===== src/rtl/core/apc_pkg.sv =====
// shared types and constants for the alarm panel
package apc_pkg;

  // alarm modes
  localparam logic [1:0] MODE_OFF   = 2'd0;
  localparam logic [1:0] MODE_ARMED = 2'd1;
  localparam logic [1:0] MODE_TRIG  = 2'd2;
  localparam logic [1:0] MODE_LEARN = 2'd3;

  // classification of a poll
  localparam logic [1:0] KIND_NONE   = 2'd0;
  localparam logic [1:0] KIND_CODE   = 2'd1;
  localparam logic [1:0] KIND_BUTTON = 2'd2;
  localparam logic [1:0] KIND_SENSOR = 2'd3;

  // beep events
  localparam logic [1:0] BEEP_NONE   = 2'd0;
  localparam logic [1:0] BEEP_ARM    = 2'd1;
  localparam logic [1:0] BEEP_DISARM = 2'd2;

  // register indexes on the config port
  localparam logic [1:0] REG_SENSOR_ENABLE = 2'd0;
  localparam logic [1:0] REG_SLOW_BLINK    = 2'd1;
  localparam logic [1:0] REG_FAST_BLINK    = 2'd2;

  // register reset values
  localparam logic [7:0]  SENSOR_ENABLE_RST = 8'd1;
  localparam logic [15:0] SLOW_BLINK_RST    = 16'd700;
  localparam logic [15:0] FAST_BLINK_RST    = 16'd200;

  localparam int          APB_ADDR_W = 4;
  localparam int          APB_DATA_W = 32;

  // configuration register contents
  typedef struct packed {
    logic [7:0]  sensor_enable;
    logic [15:0] slow_blink_ms;
    logic [15:0] fast_blink_ms;
  } cfg_t;

  // control part of a search token moving down the code chain
  typedef struct packed {
    logic vld;
    logic hit;
  } tok_ctl_t;

endpackage


===== src/rtl/core/apc_if.sv =====
// valid/ready channels for panel input items and result items

interface apc_in_if;
  logic        valid;
  logic        ready;
  logic        command;
  logic [7:0]  elapsed_ms;
  logic        rf_valid;
  logic [31:0] rf_code;
  logic        button_pressed;
  logic [7:0]  sensor_lines;

  modport source (
    output valid, command, elapsed_ms, rf_valid, rf_code, button_pressed, sensor_lines,
    input  ready
  );
  modport sink (
    input  valid, command, elapsed_ms, rf_valid, rf_code, button_pressed, sensor_lines,
    output ready
  );
endinterface

interface apc_out_if;
  logic       valid;
  logic       ready;
  logic [1:0] mode;
  logic       green_led;
  logic       red_led;
  logic       siren;
  logic [1:0] beep_count;
  logic [1:0] signal_kind;
  logic       code_learned;
  logic       table_full;

  modport source (
    output valid, mode, green_led, red_led, siren, beep_count, signal_kind,
           code_learned, table_full,
    input  ready
  );
  modport sink (
    input  valid, mode, green_led, red_led, siren, beep_count, signal_kind,
           code_learned, table_full,
    output ready
  );
endinterface


===== src/rtl/core/alarm_panel_with_code_learning_top.sv =====
// top level of the alarm panel with remote code learning
//
// in_i takes one item at a time: a poll (command 0) of elapsed time, remote
// code, learn button and active-low sensor lines, or a preload (command 1)
// of a code into the table. out_o gives exactly one result item per input
// item: mode, led and siren levels, beep event, signal class and table flags.
// The apb port writes sensor_enable, slow_blink_ms and fast_blink_ms at byte
// addresses 0, 4 and 8; write them only while the panel is idle.
// A poll with rf_valid set sends its code down a chain of MAX_CODES cells,
// one cell per cycle, and its final update follows once the token leaves
// the last cell. Preloads and polls without a code go straight to the
// final update. in_i is ready again in the cycle after a result is
// loaded, so a new item is taken only once the last one is through.
// The result sits in an output register; while the receiver stalls, the
// next item is still accepted and searched, and only its final update waits
// for the register to drain.
// Reset puts the panel in off mode with an empty table, leds and siren low,
// the blink timer at zero and the registers at 1, 700 and 200.
module alarm_panel_with_code_learning_top import apc_pkg::*; #(
  parameter int MAX_CODES    = 16,
  parameter int CODE_BITS    = 32,
  parameter int SENSOR_COUNT = 8
) (
  input  logic                  clk_i,
  input  logic                  rst_ni,
  apc_in_if.sink                in_i,
  apc_out_if.source             out_o,
  input  logic                  psel,
  input  logic                  penable,
  input  logic                  pwrite,
  input  logic [APB_ADDR_W-1:0] paddr,
  input  logic [APB_DATA_W-1:0] pwdata,
  output logic [APB_DATA_W-1:0] prdata,
  output logic                  pready
);

  localparam int CW    = (CODE_BITS < 32) ? CODE_BITS : 32;
  localparam int SW    = (SENSOR_COUNT < 8) ? SENSOR_COUNT : 8;
  localparam int IW    = (MAX_CODES > 1) ? $clog2(MAX_CODES) : 1;
  localparam int CNT_W = $clog2(MAX_CODES + 1);

  localparam logic [1:0] ST_IDLE   = 2'd0;
  localparam logic [1:0] ST_SEARCH = 2'd1;
  localparam logic [1:0] ST_DONE   = 2'd2;

  cfg_t             cfg;
  logic [1:0]       state_q, state_d;

  // latched item
  logic             command_q;
  logic [7:0]       elapsed_q;
  logic             rf_valid_q;
  logic [CW-1:0]    code_q;
  logic             button_q;
  logic [SW-1:0]    sensor_q;
  logic             hit_q;

  // panel state
  logic [1:0]       mode_q, mode_d;
  logic [CNT_W-1:0] count_q;
  logic [15:0]      blink_q, blink_d;
  logic             green_q, green_d;
  logic             red_q, red_d;
  logic             siren_q, siren_d;

  // output register
  logic             out_vld_q;
  logic [1:0]       beep_q;
  logic [1:0]       kind_q;
  logic             learned_q;
  logic             full_q;

  logic             in_acc;
  logic             commit;
  logic             search;
  tok_ctl_t         tok_in, tok_out;

  logic [16:0]      blink_sum;
  logic [15:0]      blink_sat;
  logic [15:0]      interval;
  logic             blink_fire;
  logic             sensor_hit;
  logic             room;
  logic             store;
  logic [1:0]       kind, beeps;
  logic             learned, full;

  apc_regs u_regs (
    .clk_i   (clk_i),
    .rst_ni  (rst_ni),
    .psel    (psel),
    .penable (penable),
    .pwrite  (pwrite),
    .paddr   (paddr),
    .pwdata  (pwdata),
    .prdata  (prdata),
    .pready  (pready),
    .cfg_o   (cfg)
  );

  // handshakes
  assign in_i.ready = (state_q == ST_IDLE);
  assign in_acc     = in_i.valid & in_i.ready;
  assign commit     = (state_q == ST_DONE) & (~out_vld_q | out_o.ready);
  assign search     = ~in_i.command & in_i.rf_valid;

  // search token enters the chain at acceptance
  assign tok_in.vld = in_acc & search;
  assign tok_in.hit = 1'b0;

  apc_chain #(
    .MAX_CODES (MAX_CODES),
    .CW        (CW),
    .IW        (IW),
    .CNT_W     (CNT_W)
  ) u_chain (
    .clk_i     (clk_i),
    .rst_ni    (rst_ni),
    .tok_i     (tok_in),
    .code_i    (in_i.rf_code[CW-1:0]),
    .tok_o     (tok_out),
    .count_i   (count_q),
    .we_i      (commit & learned),
    .wr_idx_i  (count_q[IW-1:0]),
    .wr_code_i (code_q)
  );

  // sequencer
  always_comb begin
    state_d = state_q;
    case (state_q)
      ST_IDLE: begin
        if (in_acc) begin
          state_d = search ? ST_SEARCH : ST_DONE;
        end
      end
      ST_SEARCH: begin
        if (tok_out.vld) begin
          state_d = ST_DONE;
        end
      end
      ST_DONE: begin
        if (commit) begin
          state_d = ST_IDLE;
        end
      end
      default: state_d = ST_IDLE;
    endcase
  end

  // blink timer and sensor class
  assign blink_sum  = {1'b0, blink_q} + 17'(elapsed_q);
  assign blink_sat  = blink_sum[16] ? 16'hFFFF : blink_sum[15:0];
  assign interval   = (mode_q == MODE_TRIG) ? cfg.fast_blink_ms : cfg.slow_blink_ms;
  assign blink_fire = blink_sat >= interval;
  assign sensor_hit = |(~sensor_q & cfg.sensor_enable[SW-1:0]);
  assign room       = count_q < CNT_W'(MAX_CODES);

  // mode machine
  always_comb begin
    mode_d  = mode_q;
    blink_d = blink_q;
    green_d = green_q;
    red_d   = red_q;
    siren_d = siren_q;
    kind    = KIND_NONE;
    beeps   = BEEP_NONE;
    store   = 1'b0;
    if (command_q) begin
      store = 1'b1;
    end else begin
      blink_d = blink_sat;
      if (rf_valid_q && hit_q) begin
        kind = KIND_CODE;
      end else if (button_q) begin
        kind = KIND_BUTTON;
      end else if (sensor_hit) begin
        kind = KIND_SENSOR;
      end
      case (mode_q)
        MODE_OFF: begin
          if (kind == KIND_CODE) begin
            green_d = 1'b0;
            siren_d = 1'b0;
            beeps   = BEEP_ARM;
            mode_d  = MODE_ARMED;
          end else if (kind == KIND_BUTTON) begin
            green_d = 1'b0;
            red_d   = 1'b0;
            mode_d  = MODE_LEARN;
          end else if (blink_fire) begin
            blink_d = '0;
            green_d = ~green_q;
          end
        end
        MODE_ARMED: begin
          if (kind == KIND_CODE) begin
            siren_d = 1'b0;
            red_d   = 1'b0;
            beeps   = BEEP_DISARM;
            mode_d  = MODE_OFF;
          end else if (kind == KIND_SENSOR) begin
            siren_d = 1'b1;
            mode_d  = MODE_TRIG;
          end else if (blink_fire) begin
            blink_d = '0;
            red_d   = ~red_q;
          end
        end
        MODE_TRIG: begin
          if (kind == KIND_CODE) begin
            siren_d = 1'b0;
            red_d   = 1'b0;
            beeps   = BEEP_DISARM;
            mode_d  = MODE_OFF;
          end else if (blink_fire) begin
            blink_d = '0;
            red_d   = ~red_q;
          end
        end
        default: begin
          // learning: any received code is appended if there is room, known or not
          if (rf_valid_q) begin
            store   = 1'b1;
            green_d = 1'b0;
            red_d   = 1'b0;
            mode_d  = MODE_OFF;
          end else if (button_q) begin
            mode_d  = MODE_OFF;
          end
        end
      endcase
    end
    learned = store & room;
    full    = store & ~room;
  end

  // control registers
  always_ff @(posedge clk_i or negedge rst_ni) begin
    if (!rst_ni) begin
      state_q   <= ST_IDLE;
      mode_q    <= MODE_OFF;
      count_q   <= '0;
      blink_q   <= '0;
      green_q   <= 1'b0;
      red_q     <= 1'b0;
      siren_q   <= 1'b0;
      out_vld_q <= 1'b0;
    end else begin
      state_q <= state_d;
      if (commit) begin
        mode_q    <= mode_d;
        count_q   <= count_q + CNT_W'(learned);
        blink_q   <= blink_d;
        green_q   <= green_d;
        red_q     <= red_d;
        siren_q   <= siren_d;
        out_vld_q <= 1'b1;
      end else if (out_o.ready) begin
        out_vld_q <= 1'b0;
      end
    end
  end

  // item capture and search result
  always_ff @(posedge clk_i) begin
    if (in_acc) begin
      command_q  <= in_i.command;
      elapsed_q  <= in_i.elapsed_ms;
      rf_valid_q <= in_i.rf_valid;
      code_q     <= in_i.rf_code[CW-1:0];
      button_q   <= in_i.button_pressed;
      sensor_q   <= in_i.sensor_lines[SW-1:0];
      hit_q      <= 1'b0;
    end else if (state_q == ST_SEARCH && tok_out.vld) begin
      hit_q <= tok_out.hit;
    end
  end

  // result payload
  always_ff @(posedge clk_i) begin
    if (commit) begin
      beep_q    <= beeps;
      kind_q    <= kind;
      learned_q <= learned;
      full_q    <= full;
    end
  end

  assign out_o.valid        = out_vld_q;
  assign out_o.mode         = mode_q;
  assign out_o.green_led    = green_q;
  assign out_o.red_led      = red_q;
  assign out_o.siren        = siren_q;
  assign out_o.beep_count   = beep_q;
  assign out_o.signal_kind  = kind_q;
  assign out_o.code_learned = learned_q;
  assign out_o.table_full   = full_q;

endmodule


===== src/rtl/core/apc_regs.sv =====
// apb configuration registers of the alarm panel
module apc_regs import apc_pkg::*; (
  input  logic                  clk_i,
  input  logic                  rst_ni,
  input  logic                  psel,
  input  logic                  penable,
  input  logic                  pwrite,
  input  logic [APB_ADDR_W-1:0] paddr,
  input  logic [APB_DATA_W-1:0] pwdata,
  output logic [APB_DATA_W-1:0] prdata,
  output logic                  pready,
  output cfg_t                  cfg_o
);

  cfg_t       cfg_q;
  logic       wr_en;
  logic [1:0] reg_idx;

  assign pready  = 1'b1;
  assign reg_idx = paddr[3:2];
  assign wr_en   = psel & penable & pwrite & pready;

  // register write
  always_ff @(posedge clk_i or negedge rst_ni) begin
    if (!rst_ni) begin
      cfg_q.sensor_enable <= SENSOR_ENABLE_RST;
      cfg_q.slow_blink_ms <= SLOW_BLINK_RST;
      cfg_q.fast_blink_ms <= FAST_BLINK_RST;
    end else if (wr_en) begin
      case (reg_idx)
        REG_SENSOR_ENABLE: cfg_q.sensor_enable <= pwdata[7:0];
        REG_SLOW_BLINK:    cfg_q.slow_blink_ms <= pwdata[15:0];
        REG_FAST_BLINK:    cfg_q.fast_blink_ms <= pwdata[15:0];
        default: ;
      endcase
    end
  end

  // read mux
  always_comb begin
    prdata = '0;
    case (reg_idx)
      REG_SENSOR_ENABLE: prdata = APB_DATA_W'(cfg_q.sensor_enable);
      REG_SLOW_BLINK:    prdata = APB_DATA_W'(cfg_q.slow_blink_ms);
      REG_FAST_BLINK:    prdata = APB_DATA_W'(cfg_q.fast_blink_ms);
      default:           prdata = '0;
    endcase
  end

  assign cfg_o = cfg_q;

endmodule


===== src/rtl/core/apc_cell.sv =====
// one code table entry with its stage of the search token pipeline
module apc_cell import apc_pkg::*; #(
  parameter int CW    = 32,
  parameter int IW    = 4,
  parameter int CNT_W = 5,
  parameter int IDX   = 0
) (
  input  logic             clk_i,
  input  logic             rst_ni,
  input  tok_ctl_t         ctl_i,
  input  logic [CW-1:0]    code_i,
  output tok_ctl_t         ctl_o,
  output logic [CW-1:0]    code_o,
  input  logic [CNT_W-1:0] count_i,
  input  logic             we_i,
  input  logic [IW-1:0]    wr_idx_i,
  input  logic [CW-1:0]    wr_code_i
);

  logic [CW-1:0] entry_q;
  logic [CW-1:0] code_q;
  tok_ctl_t      ctl_q;
  logic          in_use;

  // only entries below the fill count take part in the search
  assign in_use = CNT_W'(IDX) < count_i;

  // entry storage
  always_ff @(posedge clk_i) begin
    if (we_i && (wr_idx_i == IW'(IDX))) begin
      entry_q <= wr_code_i;
    end
  end

  // token stage control
  always_ff @(posedge clk_i or negedge rst_ni) begin
    if (!rst_ni) begin
      ctl_q <= '0;
    end else begin
      ctl_q.vld <= ctl_i.vld;
      ctl_q.hit <= ctl_i.hit | (ctl_i.vld & in_use & (entry_q == code_i));
    end
  end

  // token stage payload
  always_ff @(posedge clk_i) begin
    code_q <= code_i;
  end

  assign ctl_o  = ctl_q;
  assign code_o = code_q;

endmodule


===== src/rtl/core/apc_chain.sv =====
// row of code cells; a search token visits one cell per cycle
module apc_chain import apc_pkg::*; #(
  parameter int MAX_CODES = 16,
  parameter int CW        = 32,
  parameter int IW        = 4,
  parameter int CNT_W     = 5
) (
  input  logic             clk_i,
  input  logic             rst_ni,
  input  tok_ctl_t         tok_i,
  input  logic [CW-1:0]    code_i,
  output tok_ctl_t         tok_o,
  input  logic [CNT_W-1:0] count_i,
  input  logic             we_i,
  input  logic [IW-1:0]    wr_idx_i,
  input  logic [CW-1:0]    wr_code_i
);

  tok_ctl_t      ctl_w  [0:MAX_CODES];
  logic [CW-1:0] code_w [0:MAX_CODES];

  assign ctl_w[0]  = tok_i;
  assign code_w[0] = code_i;

  // cells chained head to tail
  for (genvar k = 0; k < MAX_CODES; k++) begin : g_cell
    apc_cell #(
      .CW    (CW),
      .IW    (IW),
      .CNT_W (CNT_W),
      .IDX   (k)
    ) u_cell (
      .clk_i     (clk_i),
      .rst_ni    (rst_ni),
      .ctl_i     (ctl_w[k]),
      .code_i    (code_w[k]),
      .ctl_o     (ctl_w[k+1]),
      .code_o    (code_w[k+1]),
      .count_i   (count_i),
      .we_i      (we_i),
      .wr_idx_i  (wr_idx_i),
      .wr_code_i (wr_code_i)
    );
  end

  assign tok_o = ctl_w[MAX_CODES];

endmodule


===== src/flat_wrapper.sv =====
// flat-port wrapper written by rule: the top's interface ports become plain ports
module alarm_panel_with_code_learning_top_flat import apc_pkg::*;
#(
  parameter int MAX_CODES    = 16,
  parameter int CODE_BITS    = 32,
  parameter int SENSOR_COUNT = 8
)
  (clk_i, rst_ni, psel, penable, pwrite, paddr, pwdata, prdata, pready, in_i_valid, in_i_command, in_i_elapsed_ms, in_i_rf_valid, in_i_rf_code, in_i_button_pressed, in_i_sensor_lines, in_i_ready, out_o_valid, out_o_mode, out_o_green_led, out_o_red_led, out_o_siren, out_o_beep_count, out_o_signal_kind, out_o_code_learned, out_o_table_full, out_o_ready);
  apc_in_if in_i_i ();
  apc_out_if out_o_i ();
  input  logic clk_i;
  input  logic rst_ni;
  input  logic psel;
  input  logic penable;
  input  logic pwrite;
  input  logic [APB_ADDR_W-1:0] paddr;
  input  logic [APB_DATA_W-1:0] pwdata;
  output logic [APB_DATA_W-1:0] prdata;
  output logic pready;
  input wire logic [$bits(in_i_i.valid)-1:0] in_i_valid;
  input wire logic [$bits(in_i_i.command)-1:0] in_i_command;
  input wire logic [$bits(in_i_i.elapsed_ms)-1:0] in_i_elapsed_ms;
  input wire logic [$bits(in_i_i.rf_valid)-1:0] in_i_rf_valid;
  input wire logic [$bits(in_i_i.rf_code)-1:0] in_i_rf_code;
  input wire logic [$bits(in_i_i.button_pressed)-1:0] in_i_button_pressed;
  input wire logic [$bits(in_i_i.sensor_lines)-1:0] in_i_sensor_lines;
  output wire logic [$bits(in_i_i.ready)-1:0] in_i_ready;
  output wire logic [$bits(out_o_i.valid)-1:0] out_o_valid;
  output wire logic [$bits(out_o_i.mode)-1:0] out_o_mode;
  output wire logic [$bits(out_o_i.green_led)-1:0] out_o_green_led;
  output wire logic [$bits(out_o_i.red_led)-1:0] out_o_red_led;
  output wire logic [$bits(out_o_i.siren)-1:0] out_o_siren;
  output wire logic [$bits(out_o_i.beep_count)-1:0] out_o_beep_count;
  output wire logic [$bits(out_o_i.signal_kind)-1:0] out_o_signal_kind;
  output wire logic [$bits(out_o_i.code_learned)-1:0] out_o_code_learned;
  output wire logic [$bits(out_o_i.table_full)-1:0] out_o_table_full;
  input wire logic [$bits(out_o_i.ready)-1:0] out_o_ready;
  assign in_i_i.valid = in_i_valid;
  assign in_i_i.command = in_i_command;
  assign in_i_i.elapsed_ms = in_i_elapsed_ms;
  assign in_i_i.rf_valid = in_i_rf_valid;
  assign in_i_i.rf_code = in_i_rf_code;
  assign in_i_i.button_pressed = in_i_button_pressed;
  assign in_i_i.sensor_lines = in_i_sensor_lines;
  assign in_i_ready = in_i_i.ready;
  assign out_o_valid = out_o_i.valid;
  assign out_o_mode = out_o_i.mode;
  assign out_o_green_led = out_o_i.green_led;
  assign out_o_red_led = out_o_i.red_led;
  assign out_o_siren = out_o_i.siren;
  assign out_o_beep_count = out_o_i.beep_count;
  assign out_o_signal_kind = out_o_i.signal_kind;
  assign out_o_code_learned = out_o_i.code_learned;
  assign out_o_table_full = out_o_i.table_full;
  assign out_o_i.ready = out_o_ready;
  alarm_panel_with_code_learning_top #(.MAX_CODES(MAX_CODES), .CODE_BITS(CODE_BITS), .SENSOR_COUNT(SENSOR_COUNT)) u_core (.clk_i(clk_i), .rst_ni(rst_ni), .in_i(in_i_i), .out_o(out_o_i), .psel(psel), .penable(penable), .pwrite(pwrite), .paddr(paddr), .pwdata(pwdata), .prdata(prdata), .pready(pready));
endmodule

===== config.mk =====
export PLATFORM = sky130hd
export DESIGN_NAME = alarm_panel_with_code_learning_top_flat
export DESIGN_NICKNAME = d
export VERILOG_FILES = /design/src/rtl/core/apc_pkg.sv /design/src/rtl/core/apc_if.sv /design/src/rtl/core/alarm_panel_with_code_learning_top.sv /design/src/rtl/core/apc_regs.sv /design/src/rtl/core/apc_cell.sv /design/src/rtl/core/apc_chain.sv /design/src/flat_wrapper.sv
export SDC_FILE = /design/constraint.sdc
export NUM_CORES = 1
export LEC_CHECK = 0
export BUFFER_PORTS_ARGS = -buffer_cell sky130_fd_sc_hd__buf_4
export CELL_PAD_IN_SITES_DETAIL_PLACEMENT = 1
export CELL_PAD_IN_SITES_GLOBAL_PLACEMENT = 1
export CORE_ASPECT_RATIO = 1.2
export CORE_MARGIN = 4
export CORE_UTILIZATION = 25
export CTS_BUF_LIST = sky130_fd_sc_hd__clkbuf_16
export CTS_CLUSTER_DIAMETER = 50
export CTS_CLUSTER_SIZE = 25
export DETAILED_ROUTE_END_ITERATION = 8
export HOLD_SLACK_MARGIN = 0.05
export PLACE_DENSITY_LB_ADDON = 0.1
export SYNTH_ARGS = -nofsm -noshare
export SYNTH_HDL_FRONTEND = slang
export SYNTH_HIERARCHICAL = 1
export SYNTH_SLANG_ARGS = --single-unit

===== constraint.sdc =====
create_clock -name clk_i -period 5.9 [get_ports clk_i]
set_input_delay 1.77 -clock clk_i [delete_from_list [all_inputs] [get_ports clk_i]]
set_output_delay 1.77 -clock clk_i [all_outputs]
set_load 0.05 [all_outputs]

==> impl_metrics.py, run 1 <==
metrics = {
    "timing": {
        "rsz0062_at_grt": "false",
        "finClkSkew_ns": 0.0261,
        "hold_violations": 0,
        "period_share_pct": 79.8,
        "tns_ns": 0,
        "final.min_clock_period_ns": 4.71,
        "setup_viol": 0,
        "fmax_mhz": 212,
        "max_slew_margin_pct": 12.5,
        "report.final.slew_viol_count": 0,
        "worst_pin_slew_ns": 1.31,
    },
    "clock_network": {
        "cts_tree": "yes",
        "cts_setup_buffers": 0,
        "post_cts_resized": 0,
        "cts_buffers": 138,
        "cts_hold_buf": 0,
        "htree_levels": 4,
        "clock_sinks": 1151,
        "clkTransAtPathRegs_ns": 0.07,
        "clk_latency_ns": 0.75,
        "clk_path_buf_depth": 3,
        "cts_root_buf": "clkbuf_16",
    },
    "pwr": {
        "max-vdd-ir-drop_mv": 0.274,
        "swShare_pct": 27.7,
        "power.leakage_nw": 16.5,
        "p_clk_share_pct": 41.6,
        "power_frac_seq_pct": 45.9,
        "p_per_area_nw_per_um2": 449,
        "p_switching_w": 0.00580,
        "p_int_w": 0.0152,
        "combPwrFrac_pct": 12.5,
    },
    "route": {
        "avgRoutedWirePerCell_um": 23.1,
        "initialDrtViolationCount": 830,
        "wirelength_mm": 109,
        "ant_nets": 0,
        "route.vias.total": 19168,
        "drc": 0,
        "vias_per_cell": 4.08,
        "drt-pass1-iter-count": 5,
    },
    "floorplanning": {
        "num_rows": 157,
        "chipWidth_um": 366,
        "start_util_pct": 25.2,
        "ios": 140,
        "die_y_um": 437,
        "core_um2": 153000,
        "die_area_um2": 160000,
    },
    "finish": {
        "layout_common_cells": "edfxtp_1, dfxtp_1, xnor2_1, buf_4, clkbuf_16",
        "area_growth_pct": 21.7,
        "final_cells": 4694,
        "final_common_cell": "edfxtp_1",
        "final_nets": 2710,
        "final_area_um2": 46800,
        "drive_above_1_share_pct": 17.7,
    },
    "worst_hold_path": {
        "hold_depth": 0,
        "hold_path_class": "reg -> reg",
    },
    "placed_design": {
        "dp_hpwl_mm": 80.8,
        "portBuffers": 104,
        "dpl.cell_count": 4432,
        "gp_congestion": 0.753,
        "postPlaceCellArea_um2": 41900,
    },
    "worst_setup_path": {
        "critPathMaxFanout": 13,
        "critical_path_class": "in -> out",
        "reg2reg_depth": 14,
        "crit_end": "prdata[9]",
        "worstPathArrival_ns": 2.94,
        "critPathMaxStageDelay_ns": 0.50,
        "cp_slowest_cell": "nor2b_1",
        "worstSetupStartpoint": "paddr[2]",
        "regToRegSetupSlack_ns": 1.73,
        "timing.rr.end": "u_core/blink_q[9]",
        "path_common_cell": "buf_4",
        "cp.required_ns": 4.13,
        "endpoint_kind": "primary output",
        "crit_chain": "buf_4 > nor2b_1 > a22o_1 > buf_4",
        "cp-start-kind": "input port",
        "rr_startpoint": "u_core/elapsed_q[0]",
    },
    "grt": {
        "antenna_found_initial": 8,
        "grt_usage_pct": 13.6,
        "grt_overflow": 0,
        "grt_pass1_vias": 21377,
        "grt_pass1_wl_mm": 156,
        "grt_max_degree": 57,
    },
    "logic_synthesis": {
        "ys_warn_count": 6,
        "synth_area_um2": 38400,
        "avgSynthCellArea_um2": 16.6,
        "synth_cells": 2317,
    },
    "run": {
        "cap_violations": 0,
    },
    "status": {
        "outcome": "complete, no violations",
    },
}
-- sequential cells by signal, summed over array words and instances, names as in the netlist, 5 cells and up --
register	flops
u_core/sensor_q	8
u_core/blink_q	16
u_core/u_chain/g_cell.u_cell/code_o	480
u_core/u_chain/g_cell.u_cell/ctl_o	32
u_core/code_q	32
u_core/u_regs/cfg_o	40
u_core/elapsed_q	8
u_core/count_q	5
u_core/u_chain/g_cell.u_cell/entry_q	512
-- layer usage --
| metal | global-route usage [%] | wire (um) | up-vias |
|---|---|---|---|
| met5 | 0 | 0 | - |
| met4 | 4.34 | 2800 | 0 |
| met3 | 2.38 | 3110 | 157 |
| met2 | 25.9 | 59900 | 298 |
| met1 | 15.2 | 42800 | 9779 |
| li1 | - | - | 8934 |
-- worst max-delay path, delay by kind of cell --
family                 cells  cell delay [ns]
AND/OR/NAND/NOR            1             0.50
buffers and inverters      2             0.42
AO/OA/AOI/OAI              1             0.24
-- layout make-up --
cell class	instances	area, um^2
fillers	15661	106000
flip-flops and latches	1151	29300
multi-input cells	1116	8960
clock buffers	144	3600
well taps	1987	2490
clock inverters	112	1190
repair buffers	149	1130
inverters	29	109
diodes	6	15.0
-- power groups by stage --
stage	Clock (W)	Sequential [W]	Combinational [W]
after global routing	0.00938	0.00971	0.00287
final	0.00873	0.00963	0.00261
after detailed placement	0	0.00983	0.00270
after CTS	0.00903	0.00966	0.00272
after floorplan	0	0.00972	0.00145
after global placement	0	0.00981	0.00267
-- worst min-delay path by stage --
stage / from / end / slack, ns
final: u_core/u_chain/g_cell[8].u_cell/code_o[12] / u_core/u_chain/g_cell[9].u_cell/code_o[12] / 0.35
after global routing: u_core/u_chain/g_cell[11].u_cell/code_o[1] / u_core/u_chain/g_cell[12].u_cell/code_o[1] / 0.37
after detailed placement: u_core/u_chain/g_cell[2].u_cell/code_o[13] / u_core/u_chain/g_cell[3].u_cell/code_o[13] / 0.36
after global placement: u_core/u_chain/g_cell[13].u_cell/code_o[30] / u_core/u_chain/g_cell[14].u_cell/code_o[30] / 0.36
after CTS: u_core/u_chain/g_cell[11].u_cell/code_o[19] / u_core/u_chain/g_cell[12].u_cell/code_o[19] / 0.36
after floorplan: u_core/u_chain/g_cell[12].u_cell/code_o[18] / u_core/u_chain/g_cell[13].u_cell/code_o[18] / 0.33
-- metrics by stage --
| step | hold WS (ns) | utilization [%] | worst slack [ns] | power, W |
|---|---|---|---|---|
| after detailed placement | 0.357 | 27.5 | 1.18 | 0.0125 |
| final | 0.355 | 30.6 | 1.19 | 0.0210 |
| after global routing | 0.366 | 30.6 | 1.09 | 0.0220 |
| after global placement | 0.356 | 27.5 | 1.22 | 0.0125 |
| after floorplan | 0.331 | - | 0.350 | 0.0112 |
| after CTS | 0.358 | 30.6 | 1.18 | 0.0214 |
Power figures use the tool's default switching activity.
==> run 2: changes to the inputs <==
==> constraint.sdc (replaced) <==
create_clock -name clk_i -period 3.95 [get_ports clk_i]
set_input_delay 1.185 -clock clk_i [delete_from_list [all_inputs] [get_ports clk_i]]
set_output_delay 1.185 -clock clk_i [all_outputs]
set_load 0.05 [all_outputs]
==> impl_metrics.py, run 2 (same netlist as run 1, synthesis figures left out) <==
metrics = {
    "finish": {
        "final_nets": 2717,
        "postLayoutCoreUtil_pct": 30.4,
        "fill_cells": 15710,
        "seqCellArea_um2": 29300,
        "top_register": "u_core/u_chain/g_cell.u_cell/entry_q",
        "final_cells": 4693,
        "final_common_cell": "edfxtp_1",
        "drive_above_1_share_pct": 18.4,
        "area_growth_pct": 20.9,
        "layout_common_cells": "edfxtp_1, dfxtp_1, xnor2_1, buf_4, clkbuf_16",
        "largest_register_ffs": 512,
        "multi_input_comb_area_um2": 9050,
    },
    "worst_setup_path": {
        "critPathMaxStageDelay_ns": 0.46,
        "path_buf_inv": 2,
        "critical_path_class": "reg -> reg",
        "crit_family": "compound AO/OA/AOI/OAI gates",
        "cp_slowest_cell": "edfxtp_1",
        "critPathMaxFanout": 8,
        "cp-start-kind": "register",
        "crit_chain": "ha_4 > a211oi_4 > o21ai_2 > a41o_1 > buf_4 > a31oi_1 > a21o_1 > inv_1 > ha_1 > nand4_1 > nor3_1 > nor4_2 > nand3_2 > o211a_4 > a221oi_2",
        "cp.required_ns": 4.59,
        "worstPathArrival_ns": 4.39,
        "endpoint_kind": "register",
    },
    "route": {
        "route.vias.total": 19118,
        "wirelength_mm": 108,
        "avgRoutedWirePerCell_um": 23.0,
        "ant_nets": 0,
        "drt-pass1-iter-count": 4,
        "initialDrtViolationCount": 851,
        "drc": 0,
        "vias_per_cell": 4.07,
    },
    "run": {
        "cap_violations": 0,
    },
    "timing": {
        "worst_pin_slew_ns": 1.25,
        "setup_ws_ns": 0.195,
        "final.min_clock_period_ns": 3.75,
        "hold_violations": 0,
        "setup_viol": 0,
        "max_slew_margin_pct": 16.8,
        "finClkSkew_ns": 0.0265,
        "period_share_pct": 95.1,
        "report.final.slew_viol_count": 0,
        "rsz0062_at_grt": "true",
        "fmax_mhz": 266,
    },
    "placed_design": {
        "dp_hpwl_mm": 80.6,
        "preCtsSetupSlack_ns": -0.0507,
        "gp_congestion": 0.761,
        "dpl.cell_count": 4443,
        "portBuffers": 104,
    },
    "pwr": {
        "power.leakage_nw": 16.3,
        "p_per_area_nw_per_um2": 655,
        "finalPower_w": 0.0304,
        "max-vdd-ir-drop_mv": 0.354,
    },
    "clock_network": {
        "htree_levels": 4,
        "cts_buffers": 130,
        "clk_path_buf_depth": 3,
        "clock_sinks": 1151,
        "cts_root_buf": "clkbuf_16",
        "cts_tree": "yes",
        "clk_latency_ns": 0.75,
        "clkTransAtPathRegs_ns": 0.06,
        "cts_hold_buf": 0,
    },
    "floorplanning": {
        "core_um2": 153000,
        "ios": 140,
        "chipWidth_um": 366,
        "num_rows": 157,
        "die_area_um2": 160000,
        "die_y_um": 437,
        "start_util_pct": 25.2,
    },
    "status": {
        "outcome": "complete, no violations",
    },
    "grt": {
        "grt_usage_pct": 13.5,
        "antenna_found_initial": 10,
        "grt_pass1_wl_mm": 154,
        "grt_pass1_vias": 21377,
        "grt_max_degree": 55,
        "grt_overflow": 0,
    },
    "worst_hold_path": {
        "hold_path_class": "reg -> reg",
    },
}
==> run 2: what timing repair did <==
| item | in CTS | in global routing |
|---|---|---|
| pin swaps | 0 | 9 |
| buffers inserted | 0 | 3 |
| endpoints found under the setup margin | 1 | 17 |
| resized for setup | 1 | 15 |
| hold endpoints to repair | 0 | 0 |
| gates cloned | 0 | 1 |
==> run 2: stage by stage <==
step | setup TNS (ns) | cell area [um^2] | hold slack, ns
floorplan | 0 | 38500 | 0.331
global placement | 0 | 42000 | 0.356
detailed placement | -0.0507 | 42000 | 0.354
CTS | 0 | 46300 | 0.358
global route | -0.0829 | 46400 | 0.364
finish | 0 | 46400 | 0.356
==> run 2: path summary, 6_finish.rpt <==
check / startpoint / cells after the start / slack [ns] / to
max: u_core/elapsed_q[1] / 15 / 0.20 / u_core/blink_q[9]
min: u_core/u_chain/g_cell[7].u_cell/code_o[4] / 0 / 0.36 / u_core/u_chain/g_cell[8].u_cell/code_o[4]
max reg2reg: u_core/elapsed_q[1] / 15 / 0.20 / u_core/blink_q[9]
min reg2reg: u_core/u_chain/g_cell[7].u_cell/code_o[4] / 0 / 0.36 / u_core/u_chain/g_cell[8].u_cell/code_o[4]
max in group asynchronous: rst_ni / 2 / 2.69 / u_core/u_regs/cfg_o[25]
min in group asynchronous: rst_ni / 1 / 0.47 / u_core/blink_q[0]
==> run 2: layer usage <==
metal | GRT usage, % | share of wire, % | vias to the layer above
met5 | 0 | 0 | -
met4 | 5.56 | 3.7 | 0
met3 | 2.44 | 3.5 | 151
met2 | 25.5 | 54 | 305
met1 | 14.7 | 38 | 9726
li1 | - | - | 8936
==> run 2: layout make-up <==
| cell class | instances | share of cell area [%] |
|---|---|---|
| flip-flops and latches | 1151 | 63.0 |
| clock buffers | 133 | 7.17 |
| well taps | 1987 | 5.35 |
| inverters | 29 | 0.234 |
| multi-input cells | 1117 | 19.5 |
| diodes | 4 | 0.0216 |
| clock inverters | 109 | 2.05 |
| repair buffers | 163 | 2.66 |
==> run 2: where the power goes <==
group          internal [W]  total, W  switching [W]
logic               0.00147   0.00404        0.00257
registers            0.0136    0.0144       0.000840
clock network       0.00672    0.0119        0.00521
==> run 3: changes to the inputs <==
==> constraint.sdc (replaced) <==
create_clock -name clk_i -period 3.95 [get_ports clk_i]
set_input_delay 0.395 -clock clk_i [delete_from_list [all_inputs] [get_ports clk_i]]
set_output_delay 0.395 -clock clk_i [all_outputs]
set_load 0.05 [all_outputs]
==> impl_metrics.py, run 3 (same netlist as run 1, synthesis figures left out) <==
metrics = {
    "status": {
        "outcome": "complete, no violations",
    },
    "route": {
        "vias_per_cell": 4.07,
        "avgRoutedWirePerCell_um": 23.4,
        "drc": 0,
        "drt-pass1-iter-count": 4,
        "initialDrtViolationCount": 886,
        "ant_nets": 0,
        "route.vias.total": 19344,
        "wirelength_mm": 111,
    },
    "worst_setup_path": {
        "worstPathArrival_ns": 4.38,
        "cp.required_ns": 4.57,
        "endpoint_kind": "register",
        "critPathMaxFanout": 8,
        "cp-start-kind": "register",
        "critical_path_class": "reg -> reg",
    },
    "clock_network": {
        "cts_tree": "yes",
        "clkTransAtPathRegs_ns": 0.06,
        "htree_levels": 4,
        "clk_latency_ns": 0.72,
        "clk_path_buf_depth": 3,
        "cts_buffers": 130,
        "cts_root_buf": "clkbuf_16",
        "clock_sinks": 1151,
    },
    "pwr": {
        "p_per_area_nw_per_um2": 652,
        "power.leakage_nw": 16.6,
        "max-vdd-ir-drop_mv": 0.366,
        "finalPower_w": 0.0308,
    },
    "timing": {
        "period_share_pct": 95.1,
        "worst_pin_slew_ns": 1.12,
        "final.min_clock_period_ns": 3.76,
        "fmax_mhz": 266,
        "report.final.slew_viol_count": 0,
        "finClkSkew_ns": 0.0320,
        "hold_violations": 0,
        "setup_ws_ns": 0.194,
        "hold_ws_ns": 0.279,
        "setup_viol": 0,
        "max_slew_margin_pct": 25.3,
        "rsz0062_at_grt": "false",
    },
    "placed_design": {
        "dp_hpwl_mm": 83.4,
        "dpl.cell_count": 4437,
        "portBuffers": 104,
        "gp_congestion": 0.773,
        "postPlaceCellArea_um2": 42000,
        "preCtsSetupSlack_ns": -0.0730,
    },
    "run": {
        "cap_violations": 0,
    },
    "floorplanning": {
        "chipWidth_um": 366,
        "num_rows": 157,
        "start_util_pct": 25.2,
        "core_um2": 153000,
        "die_area_um2": 160000,
        "die_y_um": 437,
        "ios": 140,
    },
    "grt": {
        "grt_usage_pct": 13.9,
        "grt_pass1_vias": 21521,
        "grt_max_degree": 102,
        "grt_overflow": 0,
        "antenna_found_initial": 6,
        "grt_pass1_wl_mm": 159,
    },
    "finish": {
        "top_register": "u_core/u_chain/g_cell.u_cell/entry_q",
        "final_area_um2": 47200,
        "area_growth_pct": 22.9,
        "final_cells": 4751,
        "final_nets": 2781,
        "final_common_cell": "edfxtp_1",
        "drive_above_1_share_pct": 17.5,
        "largest_register_ffs": 512,
        "layout_common_cells": "edfxtp_1, dfxtp_1, xnor2_1, buf_4, clkbuf_16",
    },
    "worst_hold_path": {
        "hold_path_class": "in -> reg",
    },
}
## run 3: final timing paths
check / from / to / slack (ns) / cells after the start
setup / recovery: u_core/elapsed_q[0] / u_core/blink_q[4] / 0.19 / 16
hold / removal: paddr[3] / u_core/u_regs/cfg_o[33] / 0.28 / 3
setup reg to reg: u_core/elapsed_q[0] / u_core/blink_q[4] / 0.19 / 16
hold reg to reg: u_core/u_chain/g_cell[7].u_cell/code_o[11] / u_core/u_chain/g_cell[8].u_cell/code_o[11] / 0.35 / 0
max in group asynchronous: rst_ni / u_core/u_chain/g_cell[3].u_cell/ctl_o[1] / 3.08 / 3
min in group asynchronous: rst_ni / u_core/u_regs/cfg_o[11] / 0.30 / 3
## run 3: power breakdown
| part | internal [W] | switching [W] | total, W | leakage (nW) |
|---|---|---|---|---|
| registers | 0.0136 | 0.000881 | 0.0145 | 10.4 |
| clock network | 0.00727 | 0.00509 | 0.0124 | 2.20 |
| logic | 0.00148 | 0.00248 | 0.00397 | 3.99 |
## run 3: timing repair
item,CTS,global route
setup endpoints to repair,5,16
gates resized for setup,1,6
hold buffers,70,0
cloned,1,0
hold endpoints to repair,217,0
pin swaps,1,4
setup buffers,2,1
## run 3: critical path: stages (launching register included)
cell	delay, ns
edfxtp_1	0.37
ha_2	0.22
fa_1	0.41
a211oi_1	0.24
o21a_2	0.20
a21oi_4	0.11
nand2_1	0.13
mux2i_2	0.26
inv_1	0.07
ha_1	0.29
nand4_1	0.16
nor3_1	0.10
nor4_2	0.34
nand3_2	0.17
o211a_4	0.32
buf_12	0.15
o21ai_1	0.13
## run 3: layer usage
metal | GRT usage [%] | part of all wire (%) | vias up
met3 | 2.11 | 2.6 | 160
li1 | - | - | 9064
met1 | 14.9 | 38 | 9828
met4 | 5.14 | 3.3 | 0
met2 | 27.1 | 56 | 292
met5 | 0 | 0 | -
## run 3: cell type report
type	instances	area, um^2
Fill cell	15615	105000
Sequential cell	1151	29300
Multi-Input combinational cell	1117	8990
Timing Repair Buffer	227	1910
Clock buffer	137	3430
Antenna cell	3	7.51
Clock inverter	100	1030
Tap cell	1987	2490
Inverter	29	109
## run 3: per-stage QoR
step / util, % / setup TNS, ns
floorplan: - / 0
global placement: 27.5 / 0
detailed placement: 27.5 / -0.160
CTS: 30.9 / 0
global route: 30.9 / 0
finish: 30.9 / 0
